$ cat src/sv/pds_pkg.sv
`default_nettype none
package pds_pkg;

    localparam int unsigned PHASE_STEPS = 4;
    localparam int unsigned NUM_FACTOR = (PHASE_STEPS == 0) ? 256 : 256 / PHASE_STEPS;

    localparam int unsigned DIV_W = 41;
    localparam int unsigned DVS_W = 33;
    localparam int unsigned CNT_W = $clog2(DIV_W);
    localparam int unsigned NUM_W = 40;

    localparam logic [25:0] REF_CLOCK_RST = 26'd12000000;
    localparam logic [30:0] VCO_MIN_RST   = 31'd400000000;
    localparam logic [31:0] VCO_MAX_RST   = 32'd1600000000;
    localparam logic [30:0] SYS_MAX_RST   = 31'd133000000;

    localparam logic [4:0] RD_FIRST = 5'd1;
    localparam logic [4:0] RD_LAST  = 5'd16;
    localparam logic [8:0] FB_FIRST = 9'd16;
    localparam logic [8:0] FB_LAST  = 9'd320;
    localparam logic [2:0] P_LAST   = 3'd7;
    localparam logic [1:0] K_LAST   = 2'd2;

    localparam logic [1:0] REG_REF_CLOCK = 2'd0;
    localparam logic [1:0] REG_VCO_MIN   = 2'd1;
    localparam logic [1:0] REG_VCO_MAX   = 2'd2;
    localparam logic [1:0] REG_SYS_MAX   = 2'd3;

    localparam logic [1:0] SEL_REF = 2'd0;
    localparam logic [1:0] SEL_CLK = 2'd1;
    localparam logic [1:0] SEL_N   = 2'd2;
    localparam logic [1:0] SEL_FO  = 2'd3;

    typedef struct packed {
        logic       load;
        logic       div_start;
        logic [1:0] div_sel;
        logic       fref_take;
        logic       vco_take;
        logic       clk_take;
        logic       num_take;
        logic       n_take;
        logic       fo_take;
        logic       commit;
        logic       adv_p;
        logic       adv_fb;
        logic       adv_rd;
        logic       adv_k;
        logic       out_load;
    } t_cmd;

    typedef struct packed {
        logic div_done;
        logic req_zero;
        logic fref_zero;
        logic vco_ok;
        logic clk_ok;
        logic p_last;
        logic fb_last;
        logic rd_last;
        logic k_last;
        logic win_zero;
    } t_sts;

endpackage
`default_nettype wire

$ cat src/sv/pds_ifs.sv
`default_nettype none
interface pds_cfg_if;
    logic        valid;
    logic        ready;
    logic [1:0]  index;
    logic [31:0] data;
    modport source (output valid, output index, output data, input ready);
    modport sink (input valid, input index, input data, output ready);
endinterface

interface pds_req_if;
    logic        valid;
    logic        ready;
    logic [30:0] requested_hz;
    modport source (output valid, output requested_hz, input ready);
    modport sink (input valid, input requested_hz, output ready);
endinterface

interface pds_res_if;
    logic               valid;
    logic               ready;
    logic               pll_found;
    logic [4:0]         ref_divider;
    logic [8:0]         feedback_divider;
    logic [2:0]         post_divider_one;
    logic [2:0]         post_divider_two;
    logic [31:0]        vco_hz;
    logic [30:0]        system_clock_hz;
    logic [15:0]        divider_integer;
    logic [7:0]         divider_fraction;
    logic [31:0]        output_hz;
    logic signed [31:0] error_hz;
    logic [31:0]        error_magnitude_hz;
    modport source (output valid, output pll_found, output ref_divider,
                    output feedback_divider, output post_divider_one,
                    output post_divider_two, output vco_hz, output system_clock_hz,
                    output divider_integer, output divider_fraction, output output_hz,
                    output error_hz, output error_magnitude_hz, input ready);
    modport sink (input valid, input pll_found, input ref_divider,
                  input feedback_divider, input post_divider_one,
                  input post_divider_two, input vco_hz, input system_clock_hz,
                  input divider_integer, input divider_fraction, input output_hz,
                  input error_hz, input error_magnitude_hz, output ready);
endinterface
`default_nettype wire

$ cat src/sv/pds_ctrl.sv
`default_nettype none
module pds_ctrl (
    input  wire          i_clk,
    input  wire          i_rst_n,
    input  wire          i_in_valid,
    output logic         o_in_ready,
    output logic         o_out_valid,
    input  wire          i_out_ready,
    input  pds_pkg::t_sts i_sts,
    output pds_pkg::t_cmd o_cmd
);

    localparam logic [3:0] S_IDLE = 4'd0;
    localparam logic [3:0] S_CHK  = 4'd1;
    localparam logic [3:0] S_REF  = 4'd2;
    localparam logic [3:0] S_REFW = 4'd3;
    localparam logic [3:0] S_FREF = 4'd4;
    localparam logic [3:0] S_VCO  = 4'd5;
    localparam logic [3:0] S_VCHK = 4'd6;
    localparam logic [3:0] S_CLK  = 4'd7;
    localparam logic [3:0] S_CLKW = 4'd8;
    localparam logic [3:0] S_CCHK = 4'd9;
    localparam logic [3:0] S_NDIV = 4'd10;
    localparam logic [3:0] S_NW   = 4'd11;
    localparam logic [3:0] S_FO   = 4'd12;
    localparam logic [3:0] S_FOW  = 4'd13;
    localparam logic [3:0] S_CMP  = 4'd14;
    localparam logic [3:0] S_OUT  = 4'd15;

    logic [3:0] r_state, n_state;
    logic       r_out_valid, n_out_valid;
    logic       req_p, req_fb, req_rd;

    assign o_in_ready  = (r_state == S_IDLE);
    assign o_out_valid = r_out_valid;

    always_comb begin
        n_state = r_state;
        n_out_valid = r_out_valid && !i_out_ready;
        o_cmd = '0;
        req_p = 1'b0;
        req_fb = 1'b0;
        req_rd = 1'b0;
        unique case (r_state)
            S_IDLE: begin
                if (i_in_valid) begin
                    o_cmd.load = 1'b1;
                    n_state = S_CHK;
                end
            end
            S_CHK: begin
                n_state = i_sts.req_zero ? S_OUT : S_REF;
            end
            S_REF: begin
                o_cmd.div_start = 1'b1;
                o_cmd.div_sel = pds_pkg::SEL_REF;
                n_state = S_REFW;
            end
            S_REFW: begin
                if (i_sts.div_done) begin
                    o_cmd.fref_take = 1'b1;
                    n_state = S_FREF;
                end
            end
            S_FREF: begin
                if (i_sts.fref_zero) begin
                    req_rd = 1'b1;
                end else begin
                    n_state = S_VCO;
                end
            end
            S_VCO: begin
                o_cmd.vco_take = 1'b1;
                n_state = S_VCHK;
            end
            S_VCHK: begin
                if (i_sts.vco_ok) begin
                    n_state = S_CLK;
                end else begin
                    req_fb = 1'b1;
                end
            end
            S_CLK: begin
                o_cmd.div_start = 1'b1;
                o_cmd.div_sel = pds_pkg::SEL_CLK;
                n_state = S_CLKW;
            end
            S_CLKW: begin
                if (i_sts.div_done) begin
                    o_cmd.clk_take = 1'b1;
                    n_state = S_CCHK;
                end
            end
            S_CCHK: begin
                if (i_sts.clk_ok) begin
                    o_cmd.num_take = 1'b1;
                    n_state = S_NDIV;
                end else begin
                    req_p = 1'b1;
                end
            end
            S_NDIV: begin
                o_cmd.div_start = 1'b1;
                o_cmd.div_sel = pds_pkg::SEL_N;
                n_state = S_NW;
            end
            S_NW: begin
                if (i_sts.div_done) begin
                    o_cmd.n_take = 1'b1;
                    n_state = S_FO;
                end
            end
            S_FO: begin
                o_cmd.div_start = 1'b1;
                o_cmd.div_sel = pds_pkg::SEL_FO;
                n_state = S_FOW;
            end
            S_FOW: begin
                if (i_sts.div_done) begin
                    o_cmd.fo_take = 1'b1;
                    if (i_sts.k_last) begin
                        n_state = S_CMP;
                    end else begin
                        o_cmd.adv_k = 1'b1;
                        n_state = S_FO;
                    end
                end
            end
            S_CMP: begin
                o_cmd.commit = 1'b1;
                if (i_sts.win_zero) begin
                    n_state = S_OUT;
                end else begin
                    req_p = 1'b1;
                end
            end
            S_OUT: begin
                if (!r_out_valid || i_out_ready) begin
                    o_cmd.out_load = 1'b1;
                    n_out_valid = 1'b1;
                    n_state = S_IDLE;
                end
            end
            default: n_state = S_IDLE;
        endcase

        if (req_p) begin
            if (!i_sts.p_last) begin
                o_cmd.adv_p = 1'b1;
                n_state = S_CLK;
            end else begin
                req_fb = 1'b1;
            end
        end
        if (req_fb) begin
            if (!i_sts.fb_last) begin
                o_cmd.adv_fb = 1'b1;
                n_state = S_VCO;
            end else begin
                req_rd = 1'b1;
            end
        end
        if (req_rd) begin
            if (!i_sts.rd_last) begin
                o_cmd.adv_rd = 1'b1;
                n_state = S_REF;
            end else begin
                n_state = S_OUT;
            end
        end
    end

    always_ff @(posedge i_clk) begin
        if (!i_rst_n) begin
            r_state <= S_IDLE;
            r_out_valid <= 1'b0;
        end else begin
            r_state <= n_state;
            r_out_valid <= n_out_valid;
        end
    end

endmodule
`default_nettype wire

$ cat src/sv/pds_dp.sv
`default_nettype none
module pds_dp (
    input  wire           i_clk,
    input  wire           i_rst_n,
    input  wire           i_cfg_we,
    input  wire  [1:0]    i_cfg_index,
    input  wire  [31:0]   i_cfg_data,
    input  wire  [30:0]   i_requested_hz,
    input  pds_pkg::t_cmd i_cmd,
    output pds_pkg::t_sts o_sts,
    output logic          o_pll_found,
    output logic [4:0]    o_ref_divider,
    output logic [8:0]    o_feedback_divider,
    output logic [2:0]    o_post_divider_one,
    output logic [2:0]    o_post_divider_two,
    output logic [31:0]   o_vco_hz,
    output logic [30:0]   o_system_clock_hz,
    output logic [15:0]   o_divider_integer,
    output logic [7:0]    o_divider_fraction,
    output logic [31:0]   o_output_hz,
    output logic [31:0]   o_error_hz,
    output logic [31:0]   o_error_magnitude_hz
);

    localparam int unsigned DW = pds_pkg::DIV_W;
    localparam int unsigned VW = pds_pkg::DVS_W;
    localparam int unsigned NW = pds_pkg::NUM_W;

    logic [25:0] r_ref_clock;
    logic [30:0] r_vco_min;
    logic [31:0] r_vco_max;
    logic [30:0] r_sys_max;

    logic [30:0] r_req;
    logic [4:0]  r_rd;
    logic [8:0]  r_fb;
    logic [2:0]  r_p1, r_p2;
    logic [1:0]  r_k;

    logic [25:0] r_fref;
    logic [34:0] r_vco;
    logic [31:0] r_clk;
    logic [NW-1:0] r_num;
    logic [31:0] r_n;

    logic [31:0] r_cfo, r_cerr, r_cmag;
    logic [32:0] r_cn;

    logic        r_found;
    logic [4:0]  r_brd;
    logic [8:0]  r_bfb;
    logic [2:0]  r_bp1, r_bp2;
    logic [31:0] r_bvco;
    logic [30:0] r_bclk;
    logic [31:0] r_bfo, r_berr, r_bmag;
    logic [32:0] r_bn;

    logic [VW-1:0] r_rem;
    logic [DW-1:0] r_quo;
    logic [VW-1:0] r_dvs;
    logic [pds_pkg::CNT_W-1:0] r_cnt;
    logic          r_busy;
    logic          r_done;

    logic [DW-1:0] div_a;
    logic [VW-1:0] div_b;
    logic [VW:0]   shifted;
    logic [VW+1:0] diff;
    logic [32:0]   cand_n;
    logic [31:0]   fo, fo_err, fo_mag;
    logic          win;

    always_comb begin
        unique case (r_k)
            2'd0:    cand_n = (r_n > 32'd1) ? {1'b0, r_n - 32'd1} : 33'd1;
            2'd1:    cand_n = {1'b0, r_n};
            default: cand_n = {1'b0, r_n} + 33'd1;
        endcase
    end

    always_comb begin
        unique case (i_cmd.div_sel)
            pds_pkg::SEL_REF: begin
                div_a = DW'(r_ref_clock);
                div_b = VW'(r_rd);
            end
            pds_pkg::SEL_CLK: begin
                div_a = DW'(r_vco);
                div_b = VW'(6'(r_p1) * 6'(r_p2));
            end
            pds_pkg::SEL_N: begin
                div_a = DW'(r_num) + DW'(r_req[30:1]);
                div_b = VW'(r_req);
            end
            default: begin
                div_a = DW'(r_num);
                div_b = cand_n;
            end
        endcase
    end

    assign shifted = {r_rem, r_quo[DW-1]};
    assign diff    = {1'b0, shifted} - {2'b00, r_dvs};

    assign fo     = r_quo[31:0];
    assign fo_err = fo - {1'b0, r_req};
    assign fo_mag = fo_err[31] ? (32'd0 - fo_err) : fo_err;
    assign win    = (r_cmag < r_bmag);

    assign o_sts.div_done  = r_done;
    assign o_sts.req_zero  = (r_req == '0);
    assign o_sts.fref_zero = (r_fref == '0);
    assign o_sts.vco_ok    = (r_vco >= 35'(r_vco_min)) && (r_vco <= 35'(r_vco_max));
    assign o_sts.clk_ok    = (r_clk != '0) && (r_clk <= 32'(r_sys_max));
    assign o_sts.p_last    = (r_p1 == pds_pkg::P_LAST) && (r_p2 == pds_pkg::P_LAST);
    assign o_sts.fb_last   = (r_fb == pds_pkg::FB_LAST);
    assign o_sts.rd_last   = (r_rd == pds_pkg::RD_LAST);
    assign o_sts.k_last    = (r_k == pds_pkg::K_LAST);
    assign o_sts.win_zero  = win && (r_cmag == '0);

    always_ff @(posedge i_clk) begin
        if (!i_rst_n) begin
            r_ref_clock <= pds_pkg::REF_CLOCK_RST;
            r_vco_min   <= pds_pkg::VCO_MIN_RST;
            r_vco_max   <= pds_pkg::VCO_MAX_RST;
            r_sys_max   <= pds_pkg::SYS_MAX_RST;
        end else if (i_cfg_we) begin
            unique case (i_cfg_index)
                pds_pkg::REG_REF_CLOCK: r_ref_clock <= i_cfg_data[25:0];
                pds_pkg::REG_VCO_MIN:   r_vco_min   <= i_cfg_data[30:0];
                pds_pkg::REG_VCO_MAX:   r_vco_max   <= i_cfg_data;
                default:                r_sys_max   <= i_cfg_data[30:0];
            endcase
        end
    end

    always_ff @(posedge i_clk) begin
        if (!i_rst_n) begin
            r_busy <= 1'b0;
            r_done <= 1'b0;
            r_cnt  <= '0;
        end else begin
            r_done <= 1'b0;
            if (i_cmd.div_start) begin
                r_busy <= 1'b1;
                r_cnt  <= '0;
            end else if (r_busy) begin
                r_cnt <= r_cnt + pds_pkg::CNT_W'(1);
                if (r_cnt == pds_pkg::CNT_W'(DW - 1)) begin
                    r_busy <= 1'b0;
                    r_done <= 1'b1;
                end
            end
        end
    end

    always_ff @(posedge i_clk) begin
        if (i_cmd.div_start) begin
            r_rem <= '0;
            r_quo <= div_a;
            r_dvs <= div_b;
        end else if (r_busy) begin
            if (!diff[VW+1]) begin
                r_rem <= diff[VW-1:0];
                r_quo <= {r_quo[DW-2:0], 1'b1};
            end else begin
                r_rem <= shifted[VW-1:0];
                r_quo <= {r_quo[DW-2:0], 1'b0};
            end
        end
    end

    always_ff @(posedge i_clk) begin
        if (!i_rst_n) begin
            r_rd    <= pds_pkg::RD_FIRST;
            r_fb    <= pds_pkg::FB_FIRST;
            r_p1    <= 3'd1;
            r_p2    <= 3'd1;
            r_k     <= '0;
            r_found <= 1'b0;
        end else begin
            if (i_cmd.load) begin
                r_rd    <= pds_pkg::RD_FIRST;
                r_fb    <= pds_pkg::FB_FIRST;
                r_p1    <= 3'd1;
                r_p2    <= 3'd1;
                r_found <= 1'b0;
            end
            if (i_cmd.adv_rd) begin
                r_rd <= r_rd + 5'd1;
                r_fb <= pds_pkg::FB_FIRST;
                r_p1 <= 3'd1;
                r_p2 <= 3'd1;
            end
            if (i_cmd.adv_fb) begin
                r_fb <= r_fb + 9'd1;
                r_p1 <= 3'd1;
                r_p2 <= 3'd1;
            end
            if (i_cmd.adv_p) begin
                if (r_p2 == r_p1) begin
                    r_p1 <= r_p1 + 3'd1;
                    r_p2 <= 3'd1;
                end else begin
                    r_p2 <= r_p2 + 3'd1;
                end
            end
            if (i_cmd.n_take) begin
                r_k <= '0;
            end else if (i_cmd.adv_k) begin
                r_k <= r_k + 2'd1;
            end
            if (i_cmd.commit && win) begin
                r_found <= 1'b1;
            end
        end
    end

    always_ff @(posedge i_clk) begin
        if (i_cmd.load) begin
            r_req  <= i_requested_hz;
            r_bmag <= '1;
        end
        if (i_cmd.fref_take) begin
            r_fref <= r_quo[25:0];
        end
        if (i_cmd.vco_take) begin
            r_vco <= 35'(r_fref) * 35'(r_fb);
        end
        if (i_cmd.clk_take) begin
            r_clk <= r_quo[31:0];
        end
        if (i_cmd.num_take) begin
            r_num <= NW'(r_clk) * NW'(pds_pkg::NUM_FACTOR);
        end
        if (i_cmd.n_take) begin
            r_n    <= (r_quo[31:0] == '0) ? 32'd1 : r_quo[31:0];
            r_cmag <= '1;
        end
        if (i_cmd.fo_take && (fo_mag < r_cmag)) begin
            r_cfo  <= fo;
            r_cerr <= fo_err;
            r_cmag <= fo_mag;
            r_cn   <= cand_n;
        end
        if (i_cmd.commit && win) begin
            r_bfo  <= r_cfo;
            r_berr <= r_cerr;
            r_bmag <= r_cmag;
            r_bn   <= r_cn;
            r_brd  <= r_rd;
            r_bfb  <= r_fb;
            r_bp1  <= r_p1;
            r_bp2  <= r_p2;
            r_bvco <= r_vco[31:0];
            r_bclk <= r_clk[30:0];
        end
        if (i_cmd.out_load) begin
            o_pll_found          <= r_found;
            o_ref_divider        <= r_found ? r_brd : '0;
            o_feedback_divider   <= r_found ? r_bfb : '0;
            o_post_divider_one   <= r_found ? r_bp1 : '0;
            o_post_divider_two   <= r_found ? r_bp2 : '0;
            o_vco_hz             <= r_found ? r_bvco : '0;
            o_system_clock_hz    <= r_found ? r_bclk : '0;
            o_divider_integer    <= r_found ? r_bn[23:8] : '0;
            o_divider_fraction   <= r_found ? r_bn[7:0] : '0;
            o_output_hz          <= r_found ? r_bfo : '0;
            o_error_hz           <= r_found ? r_berr : '0;
            o_error_magnitude_hz <= r_found ? r_bmag : '0;
        end
    end

endmodule
`default_nettype wire

$ cat src/sv/pll_and_divider_search.sv
`default_nettype none
// Channel   Dir  Payload
// i_cfg     in   index (2), data (32): register write, always ready
// i_req     in   requested_hz (31)
// o_res     out  found flag, dividers, vco, clock, Q16.8 divider, output, error
// One request walks every PLL setting, each division done in the shared
// bit-serial divider; a zero-error setting ends the walk early.
// Reset restores the register defaults. A finished word holds on o_res until
// taken; the next request is accepted once the search hands its word over.
module pll_and_divider_search (
    input  wire i_clk,
    input  wire i_rst_n,
    pds_cfg_if.sink   i_cfg,
    pds_req_if.sink   i_req,
    pds_res_if.source o_res
);

    pds_pkg::t_cmd cmd;
    pds_pkg::t_sts sts;
    logic [31:0]   err;

    assign i_cfg.ready = 1'b1;
    assign o_res.error_hz = $signed(err);

    pds_ctrl u_ctrl (
        .i_clk       (i_clk),
        .i_rst_n     (i_rst_n),
        .i_in_valid  (i_req.valid),
        .o_in_ready  (i_req.ready),
        .o_out_valid (o_res.valid),
        .i_out_ready (o_res.ready),
        .i_sts       (sts),
        .o_cmd       (cmd)
    );

    pds_dp u_dp (
        .i_clk                (i_clk),
        .i_rst_n              (i_rst_n),
        .i_cfg_we             (i_cfg.valid),
        .i_cfg_index          (i_cfg.index),
        .i_cfg_data           (i_cfg.data),
        .i_requested_hz       (i_req.requested_hz),
        .i_cmd                (cmd),
        .o_sts                (sts),
        .o_pll_found          (o_res.pll_found),
        .o_ref_divider        (o_res.ref_divider),
        .o_feedback_divider   (o_res.feedback_divider),
        .o_post_divider_one   (o_res.post_divider_one),
        .o_post_divider_two   (o_res.post_divider_two),
        .o_vco_hz             (o_res.vco_hz),
        .o_system_clock_hz    (o_res.system_clock_hz),
        .o_divider_integer    (o_res.divider_integer),
        .o_divider_fraction   (o_res.divider_fraction),
        .o_output_hz          (o_res.output_hz),
        .o_error_hz           (err),
        .o_error_magnitude_hz (o_res.error_magnitude_hz)
    );

endmodule
`default_nettype wire
$ cat src/flat_wrapper.sv
// flat-port wrapper written by rule: the top's interface ports become plain ports
module pll_and_divider_search_flat 
  (i_clk, i_rst_n, i_cfg_valid, i_cfg_index, i_cfg_data, i_cfg_ready, i_req_valid, i_req_requested_hz, i_req_ready, o_res_valid, o_res_pll_found, o_res_ref_divider, o_res_feedback_divider, o_res_post_divider_one, o_res_post_divider_two, o_res_vco_hz, o_res_system_clock_hz, o_res_divider_integer, o_res_divider_fraction, o_res_output_hz, o_res_error_hz, o_res_error_magnitude_hz, o_res_ready);
  pds_cfg_if i_cfg_i ();
  pds_req_if i_req_i ();
  pds_res_if o_res_i ();
  input  wire i_clk;
  input  wire i_rst_n;
  input wire logic [$bits(i_cfg_i.valid)-1:0] i_cfg_valid;
  input wire logic [$bits(i_cfg_i.index)-1:0] i_cfg_index;
  input wire logic [$bits(i_cfg_i.data)-1:0] i_cfg_data;
  output wire logic [$bits(i_cfg_i.ready)-1:0] i_cfg_ready;
  input wire logic [$bits(i_req_i.valid)-1:0] i_req_valid;
  input wire logic [$bits(i_req_i.requested_hz)-1:0] i_req_requested_hz;
  output wire logic [$bits(i_req_i.ready)-1:0] i_req_ready;
  output wire logic [$bits(o_res_i.valid)-1:0] o_res_valid;
  output wire logic [$bits(o_res_i.pll_found)-1:0] o_res_pll_found;
  output wire logic [$bits(o_res_i.ref_divider)-1:0] o_res_ref_divider;
  output wire logic [$bits(o_res_i.feedback_divider)-1:0] o_res_feedback_divider;
  output wire logic [$bits(o_res_i.post_divider_one)-1:0] o_res_post_divider_one;
  output wire logic [$bits(o_res_i.post_divider_two)-1:0] o_res_post_divider_two;
  output wire logic [$bits(o_res_i.vco_hz)-1:0] o_res_vco_hz;
  output wire logic [$bits(o_res_i.system_clock_hz)-1:0] o_res_system_clock_hz;
  output wire logic [$bits(o_res_i.divider_integer)-1:0] o_res_divider_integer;
  output wire logic [$bits(o_res_i.divider_fraction)-1:0] o_res_divider_fraction;
  output wire logic [$bits(o_res_i.output_hz)-1:0] o_res_output_hz;
  output wire logic [$bits(o_res_i.error_hz)-1:0] o_res_error_hz;
  output wire logic [$bits(o_res_i.error_magnitude_hz)-1:0] o_res_error_magnitude_hz;
  input wire logic [$bits(o_res_i.ready)-1:0] o_res_ready;
  assign i_cfg_i.valid = i_cfg_valid;
  assign i_cfg_i.index = i_cfg_index;
  assign i_cfg_i.data = i_cfg_data;
  assign i_cfg_ready = i_cfg_i.ready;
  assign i_req_i.valid = i_req_valid;
  assign i_req_i.requested_hz = i_req_requested_hz;
  assign i_req_ready = i_req_i.ready;
  assign o_res_valid = o_res_i.valid;
  assign o_res_pll_found = o_res_i.pll_found;
  assign o_res_ref_divider = o_res_i.ref_divider;
  assign o_res_feedback_divider = o_res_i.feedback_divider;
  assign o_res_post_divider_one = o_res_i.post_divider_one;
  assign o_res_post_divider_two = o_res_i.post_divider_two;
  assign o_res_vco_hz = o_res_i.vco_hz;
  assign o_res_system_clock_hz = o_res_i.system_clock_hz;
  assign o_res_divider_integer = o_res_i.divider_integer;
  assign o_res_divider_fraction = o_res_i.divider_fraction;
  assign o_res_output_hz = o_res_i.output_hz;
  assign o_res_error_hz = o_res_i.error_hz;
  assign o_res_error_magnitude_hz = o_res_i.error_magnitude_hz;
  assign o_res_i.ready = o_res_ready;
  pll_and_divider_search u_core (.i_clk(i_clk), .i_rst_n(i_rst_n), .i_cfg(i_cfg_i), .i_req(i_req_i), .o_res(o_res_i));
endmodule
$ cat config.mk
export PLATFORM = sky130hd
export DESIGN_NAME = pll_and_divider_search_flat
export DESIGN_NICKNAME = d
export VERILOG_FILES = /design/src/sv/pds_pkg.sv /design/src/sv/pds_ifs.sv /design/src/sv/pds_ctrl.sv /design/src/sv/pds_dp.sv /design/src/sv/pll_and_divider_search.sv /design/src/flat_wrapper.sv
export SDC_FILE = /design/constraint.sdc
export NUM_CORES = 2
export LEC_CHECK = 0
export BUFFER_PORTS_ARGS = -buffer_cell sky130_fd_sc_hd__buf_2
export CORE_ASPECT_RATIO = 1.25
export CORE_MARGIN = 1
export CORE_UTILIZATION = 36
export DETAILED_ROUTE_END_ITERATION = 7
export SLEW_MARGIN = 40
export SYNTH_ARGS = -nofsm -noshare
export SYNTH_HDL_FRONTEND = slang
export SYNTH_SLANG_ARGS = --single-unit
$ cat constraint.sdc
create_clock -name i_clk -period 12.92 [get_ports i_clk]
set_input_delay 0.646 -clock i_clk [delete_from_list [all_inputs] [get_ports i_clk]]
set_output_delay 0.646 -clock i_clk [all_outputs]
set_load 0.1 [all_outputs]
# Word-level counts from Yosys, hierarchy flattened
# Cells that the tools add are included.
[totals]
out_inout_bits = 207
regBits = 978
[op_classes]
n_mux = 89
addsub = 12
bitwise = 3
n_mul = 2
magnitude_cmp = 6
n_reduce_logical = 33
eq_ne = 27
[op_table]
columns = ["op", "count"]
rows = [
  ["2-to-1 mux 32 bit", 6],
  ["case mux 39 bit (3 select lines)", 1],
  ["case mux 33 bit (3 select lines)", 1],
  ["2-to-1 mux 41 bit", 2],
  ["2-to-1 mux 4 bit", 17],
  ["case mux 33 bit (2 select lines)", 1],
  ["logical NOT 32 bit", 2],
  ["< comparator 32 bit", 2],
  ["case mux 4 bit (16 select lines)", 1],
  ["2-to-1 mux 1 bit", 41],
  ["adder 38 x 30 -> 39 bit", 1],
  [">= comparator 35 x 31 -> 1 bit", 1],
  ["<= comparator 35 x 32 -> 1 bit", 1],
  ["multiplier 26 x 9 -> 35 bit", 1],
  ["subtractor 34 x 33 -> 35 bit", 1],
  ["adder 32 x 1 -> 33 bit (second input constant)", 1],
  ["2-to-1 mux 33 bit", 1],
  ["equality test 4 bit (second input constant)", 8],
  ["greater-than comparator 32 x 1 -> 1 bit (second input constant)", 1],
  ["<= comparator 32 x 31 -> 1 bit", 1],
  ["nonzero test 32 bit", 1],
  ["subtractor 1 x 32 -> 32 bit (first input constant)", 1],
  ["subtractor 32 x 1 -> 32 bit (second input constant)", 1],
  ["subtractor 32 x 31 -> 32 bit", 1],
  ["36 further kinds", 77],
]

# Logic depth before layout (Yosys ltp)
[depth]
depth_word = 12
ltp_mapped = 29
mapped_depth_nobuf = 26

# Cells and area by module
# Synthesis repeated with hierarchy kept, for this count alone.
[unflattened]
cells_unflattened = 4889
hier_area_um2 = 54243.3
[by_module_without_submodules]
columns = ["module", "instances", "seq_area_each_um2", "cells_per_inst", "area_each_um2"]
rows = [
  ["pds_dp", 1, 27376.3, 4792, 53588.9],
  ["pds_ctrl", 1, 100.1, 95, 643.1],
  ["pll_and_divider_search", 1, 0.0, 2, 11.3],
]

# Worst setup path before layout
# Ideal clock, no wire load.
[synth_timing]
kind = "reg-to-reg"
startpoint = "reg u_core.u_ctrl.r_state[3]"
endpoint = "reg u_core.u_dp.o_divider_fraction[0] (enable)"
path_stages_with_launch = 5
period_less_slack_ns = 10.728
n_path_buf = 2
setup_slack_ns = 2.192
setup_time_ns = 0.792
t_arrival_ns = 9.936
cell_sequence = "dfxtp_1 -> clkbuf_1 -> clkbuf_1 -> nand4_1 -> nor2b_1"
[synth_lines]
columns = ["item", "line", "rtl"]
rows = [
  ["start, declared", "pds_ctrl.sv:30", "logic [3:0] r_state, n_state;"],
  ["start signal, assigned", "pds_ctrl.sv:178", "r_state <= n_state;"],
  ["end signal, assigned", "pds_dp.sv:267", "o_divider_fraction <= r_found ? r_bn[7:0] : '0;"],
  ["end, declared", "pds_dp.sv:19", "output logic [7:0] o_divider_fraction,"],
]

# Worst setup path in the final report
[layout_timing]
startpoint = "reg u_core.u_dp.r_quo[0]"
endpoint = "reg u_core.u_dp.r_cn[21] (enable)"
[layout_between]
elab_chain_len = 5
[layout_rtl]
columns = ["item", "line", "rtl"]
rows = [
  ["start, declared", "pds_dp.sv:59", "logic [DW-1:0] r_quo;"],
  ["start signal, assigned", "pds_dp.sv:160", "r_quo <= div_a;"],
  ["start signal, assigned", "pds_dp.sv:165", "r_quo <= {r_quo[DW-2:0], 1'b1};"],
  ["start signal, assigned", "pds_dp.sv:168", "r_quo <= {r_quo[DW-2:0], 1'b0};"],
  ["subtractor 32 x 31 -> 32 bit (*)", "pds_dp.sv:106", "assign fo_err = fo - {1'b0, r_req};"],
  ["subtractor 1 x 32 -> 32 bit", "pds_dp.sv:107", "assign fo_mag = fo_err[31] ? (32'd0 - fo_err) : fo_err;"],
  ["2-to-1 mux 32 bit (*)", "pds_dp.sv:107", ""],
  ["named net u_core.u_dp.fo_mag[29]", "pds_dp.sv:70", "logic [31:0] fo, fo_err, fo_mag;"],
  ["< comparator 32 bit (*)", "pds_dp.sv:240", "if (i_cmd.fo_take && (fo_mag < r_cmag)) begin"],
  ["logical AND 1 bit (*)", "pds_dp.sv:240", ""],
  ["end signal, assigned", "pds_dp.sv:244", "r_cn <= cand_n;"],
  ["end, declared", "pds_dp.sv:47", "logic [32:0] r_cn;"],
]
# The timed path passes the listed nets; every way through them passes the cells marked *.
# A chain may end at the register's enable or synchronous reset.

==> run_results.csv <==
group,metric,value,unit
status,status,"finished with violations",
status,violations,"DRC",
worst_setup_path,required,13270,ps
final_layout,most-common-layout-cells,"edfxtp_1 (789), nand2_1 (583), inv_1 (425)",
clocking,cts_sinks,978,
global_route,grt_usage,22.3,%
timing,whs,69.6,ps
clocking,cts-root-buf,"clkbuf_16",
synth,async_flop_share,0,%
power,p_total,8.89,mW
placement,dp.cells,6831,
power,max-vdd-ir-drop,0.108,mV
worst_setup_path,cpMaxStageDelayCell,"buf_4",
placement,dp_hpwl,125000,µm
synth,synthFlopType,"edfxtp_1",
synth,synthCells,4830,
power,combPwrFrac,22.9,%
hold_path,worstHoldPathType,"in2reg",
worst_setup_path,crit_end,"u_core.u_dp.r_cn[21]",
detailed_routing,drt-met1-wl,67100,µm
detailed_routing,wl_met2,80500,µm
final_layout,final_nets,5597,
placement,dpl_cell_area,56500,µm²
global_route,grt_overflow,0,
timing,worst_slack,4760,ps
floorplan,fp.dieH,431,µm
power,cellLeakagePower,23.2,nW
worst_setup_path,reg2reg_slack,4760,ps
worst_setup_path,setup.worst_path.end_class,"flip-flop",
final_layout,final_common_cell,"edfxtp_1",
floorplan,dieArea,149000,µm²
synth,synth_nets,5398,
clocking,clock_path_buffers,3,
clocking,cts_setup_buffers,0,
floorplan,rows,157,
worst_setup_path,cp_cell_sequence,"inv_1 -> ha_1 -> inv_1 -> fa_1 -> a21o_1 -> a221oi_1 -> o211ai_1 -> a21boi_0 -> nand3b_1 -> a2111o_1 -> or4b_4 -> nor4b_4 -> a31oi_1 -> xor2_1 -> ha_1 -> a21o_1 -> a21oi_1 -> nand2_1 -> a211oi_1 -> nor3_1 -> a21oi_4 -> buf_4 -> buf_4",
clocking,cts_tree,"built",
power,internal_power,6.10,mW
worst_setup_path,cp_max_fo,51,
detailed_routing,dr.pass1.iters,8,
power,seq_power_share,42.0,%
timing,rsz0062_at_grt,"no",
synth,avgSynthCellArea,11.0,µm²
synth,ys_ff_latch,978,
timing,worst_slew_pin_slew,923,ps
floorplan,io-pin-count,277,
detailed_routing,num_vias,38500,
placement,gp_congestion,0.939,
clocking,h-tree-depth,3,
synth,yosysWarnings,0,
final_layout,fillers,14000,
synth,ys_seq_area_share,51.9,%
synth,synth-edff-count,789,
power,power.switching,2.78,mW
placement,pre_cts_ws,4800,ps
final_layout,fin_area,60100,µm²
floorplan,die_w,345,µm
clocking,cts_buffers,102,
global_route,grt_pass1_vias,37300,
worst_setup_path,worstSetupPathType,"reg2reg",
global_route,antenna_found_initial,16,
detailed_routing,ant_nets,0,
worst_setup_path,startpoint_type,"flip-flop",
job,cap_violations,0,
timing,drv_slew,0,
worst_setup_path,timing.rr.start,"u_core.u_dp.r_quo[0]",
power,p_per_area,148,nW/µm²
detailed_routing,wl,168000,µm
clocking,clkLatencyLatePin,780,ps
timing,tns,0,ps
timing,clock.fmax,123,MHz
power,power_switching_share,31.3,%
detailed_routing,vias_per_cell,5.47,
global_route,grt_max_degree,125,
clocking,postCtsResizedCells,0,
timing,finClkSkew,77.8,ps
worst_setup_path,startpoint,"u_core.u_dp.r_quo[0]",
final_layout,stdcell_count,7033,
final_layout,drive_gt1_share,11.3,%
clocking,hold_buffers,0,
final_layout,final_util,41.1,%
detailed_routing,route.met3.wl,11900,µm
detailed_routing,wire_per_inst,23.9,µm
placement,portBuffers,275,
global_route,grt_pass1_wl,246000,µm
detailed_routing,drt_iter0_drc,3554,
floorplan,core_area,146000,µm²
timing,slew_headroom,37.8,%
synth,netlist_area,53000,µm²
timing,finalSetupViolCount,0,
power,p_clk_share,35.1,%
timing,finalCritPeriodShare,63.1,%
detailed_routing,top_layer_used,"met5",
detailed_routing,drc,11,
clocking,path_clk_slew,70,ps
worst_setup_path,rr_worst_depth,23,
timing,period_minus_slack,8160,ps
timing,hold_viol,0,
synth,synth_cell_type_count,87,
worst_setup_path,worst_r2r_endpoint,"u_core.u_dp.r_cn[21]",
worst_setup_path,cp_slowest_stage_delay,650,ps
worst_setup_path,cp.arrival,8500,ps
floorplan,initial_core_util,36.2,%
final_layout,area_growth,13.5,%
-- layer usage --
layer | vias up | global-route usage, %
met4 | 8 | 11.3
met3 | 359 | 3.45
met2 | 1556 | 37.3
met5 | - | 0
met1 | 19000 | 28.0
li1 | 17500 | -
-- flip-flops by register name, indices dropped and copies added, names as in the netlist, 33 cells and up --
name	cells
u_core.u_dp.r_dvs	33
u_core.u_dp.r_vco	35
u_core.u_dp.r_rem	33
u_core.u_dp.r_quo	41
-- synth_stat cells, types with 25 or more instances --
master | n | area share [%]
a21o_1 | 106 | 1.5
a21oi_1 | 278 | 2.6
a221oi_1 | 31 | 0.51
a31oi_1 | 51 | 0.60
and2_1 | 313 | 3.7
and3_1 | 30 | 0.35
clkbuf_1 | 230 | 1.6
dfxtp_1 | 189 | 7.1
edfxtp_1 | 789 | 45
fa_1 | 174 | 6.6
ha_1 | 324 | 7.7
inv_1 | 426 | 3.0
nand2_1 | 583 | 4.1
nand2b_1 | 58 | 0.69
nand3_1 | 91 | 0.86
nand4_1 | 57 | 0.67
nor2_1 | 198 | 1.4
nor2b_1 | 34 | 0.40
nor3_1 | 69 | 0.65
nor4_1 | 51 | 0.60
o211ai_1 | 49 | 0.69
o21a_1 | 25 | 0.35
o21ai_0 | 180 | 1.7
xnor2_1 | 95 | 1.6
xor2_1 | 49 | 0.81
-- power groups by stage --
stage	sequential, mW	combinational, mW	clock (mW)
2_1_floorplan	3.71	1.49	0
3_3_place_gp	3.78	1.98	0
3_5_place_dp	3.79	2.02	0
4_1_cts	3.72	2.03	3.19
5_1_grt	3.73	2.26	3.29
6_report	3.73	2.04	3.12
-- critical path: cells and delay by family (launching register included) --
family | cells | cell delay, ps
xor gates and xnor gates | 1 | 180
buffers and inverters | 4 | 1450
DFF | 1 | 480
AOI/OAI and AO/OA | 10 | 3310
adders and majority gates | 3 | 930
and+or+nand+nor | 5 | 1300
-- cell type report --
cell class	count	area (µm²)	area share, %
Inverter	428	1610	2.68
Sequential cell	978	27500	45.7
Tap cell	1908	2390	3.97
Antenna cell	6	15.0	0.0250
Clock inverter	75	820	1.36
Clock buffer	119	2730	4.55
Timing Repair Buffer	343	2000	3.32
Multi-Input combinational cell	3176	23100	38.4
-- worst min-delay path by stage --
stage                      startpoint                      to  slack, ps  depth (start not counted)
3_5_place_dp   u_core.u_dp.r_cerr[28]  u_core.u_dp.r_berr[28]        400                          0
3_3_place_gp    u_core.u_dp.r_cfo[30]   u_core.u_dp.r_bfo[30]        400                          0
4_1_cts        i_req_requested_hz[16]   u_core.u_dp.r_req[16]         20                          1
2_1_floorplan   u_core.u_dp.r_cerr[0]   u_core.u_dp.r_berr[0]        400                          0
6_report       i_req_requested_hz[16]   u_core.u_dp.r_req[16]         70                          1
5_1_grt        i_req_requested_hz[16]   u_core.u_dp.r_req[16]         60                          1
-- logic make-up after synthesis --
group           share of synthesized area [%]
buf+inv                                  4.82
simple gates                             14.9
mux                                     0.291
compound gates                           11.5
fa+ha+maj                                14.2
other cells                           0.00708
flops                                    51.9
xor+xnor                                 2.41
Note: power is estimated with default switching activity, not from simulation.
